--- src/rtl/pva_pkg.sv ---
// Shared types and constants of the polyphonic voice allocator.
// No dependencies; every other file of the block refers to it by scoped names.
`default_nettype none

package pva_pkg;

  // Fixed widths of the item fields and of the configuration register.
  localparam int KEY_W    = 7;
  localparam int VOICE_W  = 4;
  localparam int POS_W    = 63;
  localparam int MASK_W   = 16;
  localparam int ACTIVE_W = 5;
  localparam int CFG_W    = 8;

  // Number of keys scanned by release-all after reset.
  localparam logic [CFG_W-1:0] KEY_COUNT_RESET = 8'd128;

  // Operation codes of an input item.
  typedef enum logic [1:0] {
    OP_TRIGGER     = 2'd0,
    OP_RELEASE     = 2'd1,
    OP_RELEASE_ALL = 2'd2,
    OP_VOICE_END   = 2'd3
  } pva_op_t;

  // Sequencer states.
  typedef enum logic [1:0] {
    ST_IDLE,
    ST_SCAN,
    ST_LAST,
    ST_FINISH
  } pva_state_t;

  // Write controls of a table: set marks an entry in use and writes its data,
  // clr marks it free.
  typedef struct packed {
    logic set;
    logic clr;
  } pva_wr_t;

endpackage

`default_nettype wire

--- src/rtl/pva_voice_table.sv ---
// Per-voice state: busy flags in flip-flops, owner key and start position in memories.
// Depends on pva_pkg for field widths and the write control struct.
`default_nettype none

module pva_voice_table #(
  parameter  int NUM_VOICES = 16,
  localparam int VIW        = (NUM_VOICES > 1) ? $clog2(NUM_VOICES) : 1
) (
  input  wire                           clk,
  input  wire                           rst,
  input  wire [VIW-1:0]                 rd_addr,
  output logic                          rd_busy,
  output logic [pva_pkg::KEY_W-1:0]     rd_owner,
  output logic [pva_pkg::POS_W-1:0]     rd_start,
  output logic [NUM_VOICES-1:0]         busy_vec,
  input  pva_pkg::pva_wr_t              wr_ctl,
  input  wire [VIW-1:0]                 wr_addr,
  input  wire [pva_pkg::KEY_W-1:0]      wr_key,
  input  wire [pva_pkg::POS_W-1:0]      wr_pos
);

  logic [NUM_VOICES-1:0]     busy;
  logic [pva_pkg::KEY_W-1:0] owner_mem [NUM_VOICES];
  logic [pva_pkg::POS_W-1:0] start_mem [NUM_VOICES];

  // Busy flags are cleared by reset; a set wins over a clr, though
  // set and clr never come together.
  always_ff @(posedge clk) begin
    if (rst) begin
      busy <= '0;
    end else if (wr_ctl.set) begin
      busy[wr_addr] <= 1'b1;
    end else if (wr_ctl.clr) begin
      busy[wr_addr] <= 1'b0;
    end
  end

  // Owner and start position are only read while the voice is busy.
  always_ff @(posedge clk) begin
    if (wr_ctl.set) begin
      owner_mem[wr_addr] <= wr_key;
      start_mem[wr_addr] <= wr_pos;
    end
  end

  // Registered read port used by the scan.
  always_ff @(posedge clk) begin
    rd_busy  <= busy[rd_addr];
    rd_owner <= owner_mem[rd_addr];
    rd_start <= start_mem[rd_addr];
  end

  assign busy_vec = busy;

endmodule

`default_nettype wire

--- src/rtl/pva_key_map.sv ---
// Key map: a valid flag per key in flip-flops and the latest voice of each key in a memory.
// Depends on pva_pkg for the write control struct.
`default_nettype none

module pva_key_map #(
  parameter  int NUM_VOICES = 16,
  parameter  int NUM_KEYS   = 128,
  localparam int VIW        = (NUM_VOICES > 1) ? $clog2(NUM_VOICES) : 1,
  localparam int KIW        = (NUM_KEYS > 1) ? $clog2(NUM_KEYS) : 1
) (
  input  wire                 clk,
  input  wire                 rst,
  input  wire [KIW-1:0]       rd_addr,
  output logic                rd_has,
  output logic [VIW-1:0]      rd_latest,
  input  pva_pkg::pva_wr_t    wr_ctl,
  input  wire [KIW-1:0]       wr_addr,
  input  wire [VIW-1:0]       wr_voice
);

  logic [NUM_KEYS-1:0] has_voice;
  logic [VIW-1:0]      latest_mem [NUM_KEYS];

  // Valid flags, cleared at once by reset.
  always_ff @(posedge clk) begin
    if (rst) begin
      has_voice <= '0;
    end else if (wr_ctl.set) begin
      has_voice[wr_addr] <= 1'b1;
    end else if (wr_ctl.clr) begin
      has_voice[wr_addr] <= 1'b0;
    end
  end

  // Latest voice of a key; an entry is read only while its flag is set.
  always_ff @(posedge clk) begin
    if (wr_ctl.set) begin
      latest_mem[wr_addr] <= wr_voice;
    end
  end

  // Registered read port used by the release-all scan.
  always_ff @(posedge clk) begin
    rd_has    <= has_voice[rd_addr];
    rd_latest <= latest_mem[rd_addr];
  end

endmodule

`default_nettype wire

--- src/rtl/pva_seq.sv ---
// Sequencer of the allocator: scans voices or keys one entry a cycle through a
// shared compare unit, then commits the table writes and registers the result item.
// Depends on pva_pkg; drives pva_voice_table and pva_key_map.
`default_nettype none

module pva_seq #(
  parameter  int NUM_VOICES = 16,
  parameter  int NUM_KEYS   = 128,
  localparam int VIW        = (NUM_VOICES > 1) ? $clog2(NUM_VOICES) : 1,
  localparam int KIW        = (NUM_KEYS > 1) ? $clog2(NUM_KEYS) : 1,
  localparam int SCAN_MAX   = (NUM_VOICES > NUM_KEYS) ? NUM_VOICES : NUM_KEYS,
  localparam int NW         = $clog2(SCAN_MAX + 1)
) (
  input  wire                            clk,
  input  wire                            rst,
  // Command side
  input  wire                            start,
  output logic                           busy,
  input  wire [1:0]                      opcode,
  input  wire [pva_pkg::KEY_W-1:0]       key,
  input  wire [pva_pkg::VOICE_W-1:0]     voice,
  input  wire [pva_pkg::POS_W-1:0]       position,
  input  wire [NW-1:0]                   key_lim,
  // Result side
  output logic                           done,
  output logic [pva_pkg::VOICE_W-1:0]    voice_index,
  output logic                           stolen,
  output logic [pva_pkg::MASK_W-1:0]     release_mask,
  output logic [pva_pkg::ACTIVE_W-1:0]   active_voices,
  // Voice table
  output logic [VIW-1:0]                 vt_rd_addr,
  input  wire                            vt_rd_busy,
  input  wire [pva_pkg::KEY_W-1:0]       vt_rd_owner,
  input  wire [pva_pkg::POS_W-1:0]       vt_rd_start,
  input  wire [NUM_VOICES-1:0]           vt_busy_vec,
  output pva_pkg::pva_wr_t               vt_wr_ctl,
  output logic [VIW-1:0]                 vt_wr_addr,
  output logic [pva_pkg::KEY_W-1:0]      vt_wr_key,
  output logic [pva_pkg::POS_W-1:0]      vt_wr_pos,
  // Key map
  output logic [KIW-1:0]                 km_rd_addr,
  input  wire                            km_rd_has,
  input  wire [VIW-1:0]                  km_rd_latest,
  output pva_pkg::pva_wr_t               km_wr_ctl,
  output logic [KIW-1:0]                 km_wr_addr,
  output logic [VIW-1:0]                 km_wr_voice
);

  localparam int CW       = $clog2(NUM_VOICES + 1);

  pva_pkg::pva_state_t state, state_next;

  // Item registers.
  pva_pkg::pva_op_t              op_q;
  logic [pva_pkg::KEY_W-1:0]     key_q;
  logic [pva_pkg::VOICE_W-1:0]   voice_q;
  logic [pva_pkg::POS_W-1:0]     pos_q;

  // Scan control.
  logic [NW-1:0]  idx;
  logic [NW-1:0]  idx_d;
  logic [NW-1:0]  scan_len;
  logic [NW-1:0]  scan_len_in;
  logic           rd_vld;

  // Scan accumulators.
  logic                      found;
  logic [VIW-1:0]            free_vic;
  logic [VIW-1:0]            old_vic;
  logic [pva_pkg::POS_W-1:0] oldest;
  logic [NUM_VOICES-1:0]     mask;

  logic [CW-1:0] count, count_next;

  // Shared compare unit and commit decisions.
  logic                  start_lt;
  logic                  owner_eq;
  logic [VIW-1:0]        vic;
  logic [VIW-1:0]        end_voice;
  logic                  voice_ok;
  logic                  key_ok;
  logic                  end_ok;
  logic [NUM_VOICES-1:0] others;
  logic                  accept;
  pva_pkg::pva_op_t      op_in;

  assign accept      = start && (state == pva_pkg::ST_IDLE);
  assign op_in       = pva_pkg::pva_op_t'(opcode);
  assign scan_len_in = (op_in == pva_pkg::OP_RELEASE_ALL) ? key_lim : NW'(NUM_VOICES);

  // The compare unit sees one scanned entry per cycle.
  always_comb begin
    start_lt = vt_rd_start < oldest;
    owner_eq = vt_rd_owner == key_q;
  end

  // Commit decisions made once the scan has finished.
  always_comb begin
    vic       = found ? free_vic : old_vic;
    end_voice = VIW'(voice_q);
    voice_ok  = int'(voice_q) < NUM_VOICES;
    key_ok    = int'(key_q) < NUM_KEYS;
    end_ok    = voice_ok && vt_busy_vec[end_voice];
    others    = mask & ~(NUM_VOICES'(1) << end_voice);
  end

  // Voice count after the item.
  always_comb begin
    count_next = count;
    case (op_q)
      pva_pkg::OP_TRIGGER: begin
        if (found) begin
          count_next = count + CW'(1);
        end
      end
      pva_pkg::OP_VOICE_END: begin
        if (end_ok && (count != '0)) begin
          count_next = count - CW'(1);
        end
      end
      default: begin
        count_next = count;
      end
    endcase
  end

  // Next state.
  always_comb begin
    state_next = state;
    case (state)
      pva_pkg::ST_IDLE: begin
        if (accept) begin
          state_next = (scan_len_in == '0) ? pva_pkg::ST_FINISH : pva_pkg::ST_SCAN;
        end
      end
      pva_pkg::ST_SCAN: begin
        if (idx == scan_len - NW'(1)) begin
          state_next = pva_pkg::ST_LAST;
        end
      end
      pva_pkg::ST_LAST: begin
        state_next = pva_pkg::ST_FINISH;
      end
      pva_pkg::ST_FINISH: begin
        state_next = pva_pkg::ST_IDLE;
      end
      default: begin
        state_next = pva_pkg::ST_IDLE;
      end
    endcase
  end

  // Table addresses and write strobes.
  always_comb begin
    vt_rd_addr  = idx[VIW-1:0];
    km_rd_addr  = idx[KIW-1:0];
    vt_wr_ctl   = '0;
    vt_wr_addr  = vic;
    vt_wr_key   = key_q;
    vt_wr_pos   = pos_q;
    km_wr_ctl   = '0;
    km_wr_addr  = KIW'(key_q);
    km_wr_voice = vic;
    if (state == pva_pkg::ST_FINISH) begin
      case (op_q)
        pva_pkg::OP_TRIGGER: begin
          vt_wr_ctl.set = 1'b1;
          km_wr_ctl.set = key_ok;
        end
        pva_pkg::OP_VOICE_END: begin
          vt_wr_addr    = end_voice;
          vt_wr_ctl.clr = end_ok;
          km_wr_ctl.clr = end_ok && key_ok && (others == '0);
        end
        default: begin
          vt_wr_ctl = '0;
          km_wr_ctl = '0;
        end
      endcase
    end
  end

  assign busy = (state != pva_pkg::ST_IDLE);

  // Control registers.
  always_ff @(posedge clk) begin
    if (rst) begin
      state  <= pva_pkg::ST_IDLE;
      rd_vld <= 1'b0;
      done   <= 1'b0;
      count  <= '0;
    end else begin
      state  <= state_next;
      rd_vld <= (state == pva_pkg::ST_SCAN);
      done   <= (state == pva_pkg::ST_FINISH);
      if (state == pva_pkg::ST_FINISH) begin
        count <= count_next;
      end
    end
  end

  // Item capture and scan counter.
  always_ff @(posedge clk) begin
    idx_d <= idx;
    if (accept) begin
      op_q     <= op_in;
      key_q    <= key;
      voice_q  <= voice;
      pos_q    <= position;
      scan_len <= scan_len_in;
      idx      <= '0;
    end else if (state == pva_pkg::ST_SCAN) begin
      idx <= idx + NW'(1);
    end
  end

  // Accumulate one scanned entry per cycle.
  always_ff @(posedge clk) begin
    if (accept) begin
      found <= 1'b0;
      mask  <= '0;
    end else if (rd_vld) begin
      case (op_q)
        pva_pkg::OP_TRIGGER: begin
          if (!found && !vt_rd_busy) begin
            found    <= 1'b1;
            free_vic <= idx_d[VIW-1:0];
          end
          if ((idx_d == '0) || start_lt) begin
            oldest  <= vt_rd_start;
            old_vic <= idx_d[VIW-1:0];
          end
        end
        pva_pkg::OP_RELEASE_ALL: begin
          if (km_rd_has) begin
            mask[km_rd_latest] <= 1'b1;
          end
        end
        default: begin
          // Release and voice-ended both look for busy voices of the key.
          if (vt_rd_busy && owner_eq) begin
            mask[idx_d[VIW-1:0]] <= 1'b1;
          end
        end
      endcase
    end
  end

  // Result item, registered at the commit and flagged by done for one cycle.
  always_ff @(posedge clk) begin
    if (state == pva_pkg::ST_FINISH) begin
      voice_index   <= (op_q == pva_pkg::OP_TRIGGER) ? pva_pkg::VOICE_W'(vic) : '0;
      stolen        <= (op_q == pva_pkg::OP_TRIGGER) && !found;
      release_mask  <= ((op_q == pva_pkg::OP_RELEASE) || (op_q == pva_pkg::OP_RELEASE_ALL))
                       ? pva_pkg::MASK_W'(mask) : '0;
      active_voices <= pva_pkg::ACTIVE_W'(count_next);
    end
  end

endmodule

`default_nettype wire

--- src/rtl/poly_voice_allocator.sv ---
// Top level of the polyphonic voice allocator: key count register and wiring.
// Depends on pva_pkg, pva_voice_table, pva_key_map and pva_seq.
//
//   Channel   Handshake               Signals
//   command   start & !busy accepts   opcode, key, voice, position
//   result    done, one cycle         voice_index, stolen, release_mask, active_voices
//   config    cfg_we                  cfg_data (key_count)
//
// Trigger, release and voice-ended items scan every voice once, one voice per
// cycle through the shared compare unit. Release-all scans min(key_count,
// NUM_KEYS) keys of the key map memory instead and skips the scan when that
// count is zero; done follows each scan through the last and finish states.
// Reset is synchronous and clears all voices and the key map at once.
// The result is flagged by done for one cycle only; the receiver cannot stall it.
`default_nettype none

module poly_voice_allocator #(
  parameter int NUM_VOICES = 16,
  parameter int NUM_KEYS   = 128
) (
  input  wire                            clk,
  input  wire                            rst,
  input  wire                            start,
  output logic                           busy,
  input  wire [1:0]                      opcode,
  input  wire [pva_pkg::KEY_W-1:0]       key,
  input  wire [pva_pkg::VOICE_W-1:0]     voice,
  input  wire [pva_pkg::POS_W-1:0]       position,
  output logic                           done,
  output logic [pva_pkg::VOICE_W-1:0]    voice_index,
  output logic                           stolen,
  output logic [pva_pkg::MASK_W-1:0]     release_mask,
  output logic [pva_pkg::ACTIVE_W-1:0]   active_voices,
  input  wire                            cfg_we,
  input  wire [pva_pkg::CFG_W-1:0]       cfg_data
);

  localparam int VIW      = (NUM_VOICES > 1) ? $clog2(NUM_VOICES) : 1;
  localparam int KIW      = (NUM_KEYS > 1) ? $clog2(NUM_KEYS) : 1;
  localparam int SCAN_MAX = (NUM_VOICES > NUM_KEYS) ? NUM_VOICES : NUM_KEYS;
  localparam int NW       = $clog2(SCAN_MAX + 1);

  logic [pva_pkg::CFG_W-1:0] key_count;
  logic [NW-1:0]             key_lim;

  logic                      vt_rd_busy;
  logic [VIW-1:0]            vt_rd_addr;
  logic [pva_pkg::KEY_W-1:0] vt_rd_owner;
  logic [pva_pkg::POS_W-1:0] vt_rd_start;
  logic [NUM_VOICES-1:0]     vt_busy_vec;
  pva_pkg::pva_wr_t          vt_wr_ctl;
  logic [VIW-1:0]            vt_wr_addr;
  logic [pva_pkg::KEY_W-1:0] vt_wr_key;
  logic [pva_pkg::POS_W-1:0] vt_wr_pos;

  logic [KIW-1:0]            km_rd_addr;
  logic                      km_rd_has;
  logic [VIW-1:0]            km_rd_latest;
  pva_pkg::pva_wr_t          km_wr_ctl;
  logic [KIW-1:0]            km_wr_addr;
  logic [VIW-1:0]            km_wr_voice;

  // Key count register; the user must write it only while the block is idle, the block does not enforce this.
  always_ff @(posedge clk) begin
    if (rst) begin
      key_count <= pva_pkg::KEY_COUNT_RESET;
    end else if (cfg_we) begin
      key_count <= cfg_data;
    end
  end

  // The release-all scan never goes past the last key of the map.
  always_comb begin
    if (int'(key_count) < NUM_KEYS) begin
      key_lim = NW'(key_count);
    end else begin
      key_lim = NW'(NUM_KEYS);
    end
  end

  pva_voice_table #(
    .NUM_VOICES (NUM_VOICES)
  ) u_voice_table (
    .clk      (clk),
    .rst      (rst),
    .rd_addr  (vt_rd_addr),
    .rd_busy  (vt_rd_busy),
    .rd_owner (vt_rd_owner),
    .rd_start (vt_rd_start),
    .busy_vec (vt_busy_vec),
    .wr_ctl   (vt_wr_ctl),
    .wr_addr  (vt_wr_addr),
    .wr_key   (vt_wr_key),
    .wr_pos   (vt_wr_pos)
  );

  pva_key_map #(
    .NUM_VOICES (NUM_VOICES),
    .NUM_KEYS   (NUM_KEYS)
  ) u_key_map (
    .clk       (clk),
    .rst       (rst),
    .rd_addr   (km_rd_addr),
    .rd_has    (km_rd_has),
    .rd_latest (km_rd_latest),
    .wr_ctl    (km_wr_ctl),
    .wr_addr   (km_wr_addr),
    .wr_voice  (km_wr_voice)
  );

  pva_seq #(
    .NUM_VOICES (NUM_VOICES),
    .NUM_KEYS   (NUM_KEYS)
  ) u_seq (
    .clk           (clk),
    .rst           (rst),
    .start         (start),
    .busy          (busy),
    .opcode        (opcode),
    .key           (key),
    .voice         (voice),
    .position      (position),
    .key_lim       (key_lim),
    .done          (done),
    .voice_index   (voice_index),
    .stolen        (stolen),
    .release_mask  (release_mask),
    .active_voices (active_voices),
    .vt_rd_addr    (vt_rd_addr),
    .vt_rd_busy    (vt_rd_busy),
    .vt_rd_owner   (vt_rd_owner),
    .vt_rd_start   (vt_rd_start),
    .vt_busy_vec   (vt_busy_vec),
    .vt_wr_ctl     (vt_wr_ctl),
    .vt_wr_addr    (vt_wr_addr),
    .vt_wr_key     (vt_wr_key),
    .vt_wr_pos     (vt_wr_pos),
    .km_rd_addr    (km_rd_addr),
    .km_rd_has     (km_rd_has),
    .km_rd_latest  (km_rd_latest),
    .km_wr_ctl     (km_wr_ctl),
    .km_wr_addr    (km_wr_addr),
    .km_wr_voice   (km_wr_voice)
  );

endmodule

`default_nettype wire
--- config.mk ---
export PLATFORM = sky130hd
export DESIGN_NAME = poly_voice_allocator
export DESIGN_NICKNAME = d
export VERILOG_FILES = /design/src/rtl/pva_pkg.sv /design/src/rtl/pva_voice_table.sv /design/src/rtl/pva_key_map.sv /design/src/rtl/pva_seq.sv /design/src/rtl/poly_voice_allocator.sv
export SDC_FILE = /design/constraint.sdc
export NUM_CORES = 2
export LEC_CHECK = 0
export BUFFER_PORTS_ARGS = -buffer_cell sky130_fd_sc_hd__buf_2
export CORE_UTILIZATION = 46
export DETAILED_ROUTE_END_ITERATION = 8
export MAX_ROUTING_LAYER = met4
export SLEW_MARGIN = 20
export SYNTH_ARGS = -nofsm -noshare
export SYNTH_HDL_FRONTEND = slang
export SYNTH_SLANG_ARGS = --single-unit
export TNS_END_PERCENT = 20
--- constraint.sdc ---
create_clock -name clk -period 5.6 [get_ports clk]
set_input_delay 0.28 -clock clk [delete_from_list [all_inputs] [get_ports clk]]
set_output_delay 0.28 -clock clk [all_outputs]
set_load 0.01 [all_outputs]
==> flow_summary.ini <==
[grt]
grt_pass1_wl_microns = 292000
grt_start_max_net_pins = 129
gr-usage-all-layers_pct = 22.9
residual_overflow_from_global_routing = 0
first_global_vias = 42400
number_of_antenna_violations_at_the_first_check_in_global_routing = 4

[drt]
route.detailed.vias_per_inst = 5.92
detail-route-antenna-nets = 0
wire_per_inst_microns = 28.2
drt_first_iter_violations = 4348
drc = 0
drt_pass1_iterations = 5
total_via_count_in_the_routed_design = 41600
routed_wl_microns = 198000

[worst_setup_path]
setup.worst_path.end_class = flop
critical_path_source_type = flop
worst_setup_path_type = flop to flop
worst-endpoint-arrival_ns = 4.33
critPathRequiredTime_ns = 6.11
worst-r2r-cell-count = 9
path_max_fanout = 43

[cts]
tritoncts_clock_tree = built
numCtsBuffers = 208
cts_root_buffer = clkbuf_16
number_of_sinks_driven_by_the_clock_tree = 2083
clock_insertion_delay_worst_skew_ns = 0.85
cts.reportedPaths.clkPinSlew_ns = 0.06
cts_htree_levels = 4
cts.repair.resized = 0
clock_path_buffers = 3

[final_layout]
finalNetCount = 4676
layout-area-overhead-vs-synth_pct = 14.0
layout_commonest_cell = edfxtp_1
layout-drive-gt1-share_pct = 23.3
multiInputGateArea_sq_um = 19700
regArea_sq_um = 59900
fin_util_pct = 53.0
filler_cell_count = 13700
most-common-layout-cells = edfxtp_1, mux4_2, nor2_1

[yosys]
ys_seq_area_share_pct = 73.8
postSynthCellCount = 4254
syn_avg_cell_area_sq_um = 19.1
ys_seq_elements = 2083
synth.top_cell.area_share_pct = 67.1
yosysUniqueCellTypes = 69
mappedNetlistArea_sq_um = 81100
synth_async_reset_ratio_pct = 0
synth_edf_count = 1813
ranking_of_synthesized_cells_by_area = edfxtp_1, mux4_2, dfxtp_1, nor2_1, a211oi_1
synth_ff_type = edfxtp_1
yosysTopAreaCell = edfxtp_1
yosys_warnings = 0
synthesis.nets = 4416

[floorplan]
die-height_microns = 422
initial_utilization_pct = 46.5
die_area_sq_um = 178000
dieWidth_microns = 422
coreArea_sq_um = 175000
boundaryPins = 116
std_cell_rows = 153

[place]
buffer_ports.inserted = 115
detailed_place_hpwl_microns = 114000
globalplace.congestion = 0.843

[sta]
tns_ns = 0
setup_viol = 0
final_max_slew_viol_count = 0
timing.final.hold_violations = 0
rsz0062_at_grt = false
timing.max_slew.rel_slack_pct = 21.9
final_period_util_pct = 68.2
fmax_ghz = 0.262
worst_slew_pin_slew_ns = 1.17
min_cycle_time_layout_ns = 3.82
setup_skew_ns = 0.0561

[worst_hold_path]
tightest_hold_check_type = input pin to flop
min_path_cells = 2

[power_and_ir_drop]
power_per_cell_area_nw_per_um2 = 432
report.power.total_mw = 39.9
leakage_power_figure_nw = 28.7
vdd_ir_drop_max_mv = 0.344

[run_status]
status = completed

[job]
count_of_max_cap_constraint_violations = 0
per-layer routing:
metal	track usage (%)	up-vias	part of all wire, %
li1	-	17900	-
met1	31.4	21800	43
met5	-	-	0
met2	35.9	1541	48
met4	6.59	0	2.7
met3	3.47	376	6.1
logic make-up after synthesis:
logic type / share of synthesized area, %
flip-flops: 73.8
AND/OR/NAND/NOR: 4.33
multiplexers: 15.1
AO/OA/AOI/OAI: 3.39
buffers and inverters: 2.01
adder cells (fa/ha/maj): 1.14
XOR/XNOR: 0.227
per-stage QoR:
step           cells  hold WS (ns)  area [sq um]  setup WS, ns
2_1_floorplan   4254         0.329         81100          1.50
3_3_place_gp    6535         0.390         84500          1.79
3_5_place_dp    6535         0.393         84500          1.81
4_1_cts         7026        0.0777         92500          1.80
5_1_grt         7029         0.106         92500          1.53
6_report        7029         0.145         92500          1.78
sequential cells by signal (all words and copies together), names as in the netlist, 5 cells and up, named ones only:
name and count:
u_voice_table.start_mem 1008, u_key_map.latest_mem 512, u_voice_table.owner_mem 112, u_seq.oldest 63, u_seq.vt_wr_pos 63, u_voice_table.rd_start 63, u_seq.mask 16, u_seq.release_mask 16
key_count 8, u_seq.idx 8, u_seq.idx_d 8, u_seq.scan_len 8, u_seq.km_wr_addr 7, u_voice_table.rd_owner 7, u_seq.active_voices 5, u_seq.count 5
where the power goes:
group	total, mW	internal [mW]	switching, mW	leakage [nW]
clock network	14.0	8.07	5.96	3.40
registers	18.9	18.0	0.859	18.6
logic	7.03	3.22	3.81	6.76
total	39.9	29.3	10.6	28.7
final timing paths:
check	from	endpoint	slack (ns)
hold reg to reg	u_seq.idx[7]	u_seq.idx_d[7]	0.40
setup reg to reg	u_seq.state[0]	u_voice_table.start_mem[1][43]	1.78
setup / recovery	u_seq.state[0]	u_voice_table.start_mem[1][43]	1.78
hold / removal	position[3]	u_seq.vt_wr_pos[3]	0.15
Yosys cell counts, drive strengths merged, types with 9 or more instances:
master      n
nor2b      29
nor3       23
nand3      25
a31oi      12
a22o        9
dfxtp     270
nand2      70
nand4      21
mux2i      59
and2       26
nor2      356
or2        12
nand2b     13
o21ai      53
mux4      517
nor4      140
inv       101
buf       124
o22ai      19
ha         74
xnor2      14
a21oi      52
a211oi    138
o21a       23
o221ai     11
edfxtp   1813
a22oi      27
a2111oi    11
clkbuf    138
critical path, cell delays in order, from the launching register on:
cell	delay [ns]
dfxtp_1	0.36
ha_2	0.24
buf_4	0.39
nand2_1	0.35
o21ai_0	0.46
nand3_1	0.15
nor2_1	0.24
nand2_1	0.15
inv_4	0.66
buf_4	0.38
cell type report:
class / instances / share of cell area [%]
flip-flops and latches: 2083 / 64.7
multi-input cells: 1806 / 21.3
clock buffers: 301 / 6.41
well taps: 2325 / 3.15
repair buffers: 312 / 2.79
clock inverters: 96 / 1.13
inverters: 103 / 0.474
diodes: 3 / 0.00812
what timing repair did:
action                                 in CTS  in global routing
hold buffers                               94                  0
endpoints found under the hold margin     115                  0
buffers inserted                            0                  0
(Power assumes the default switching activity.)
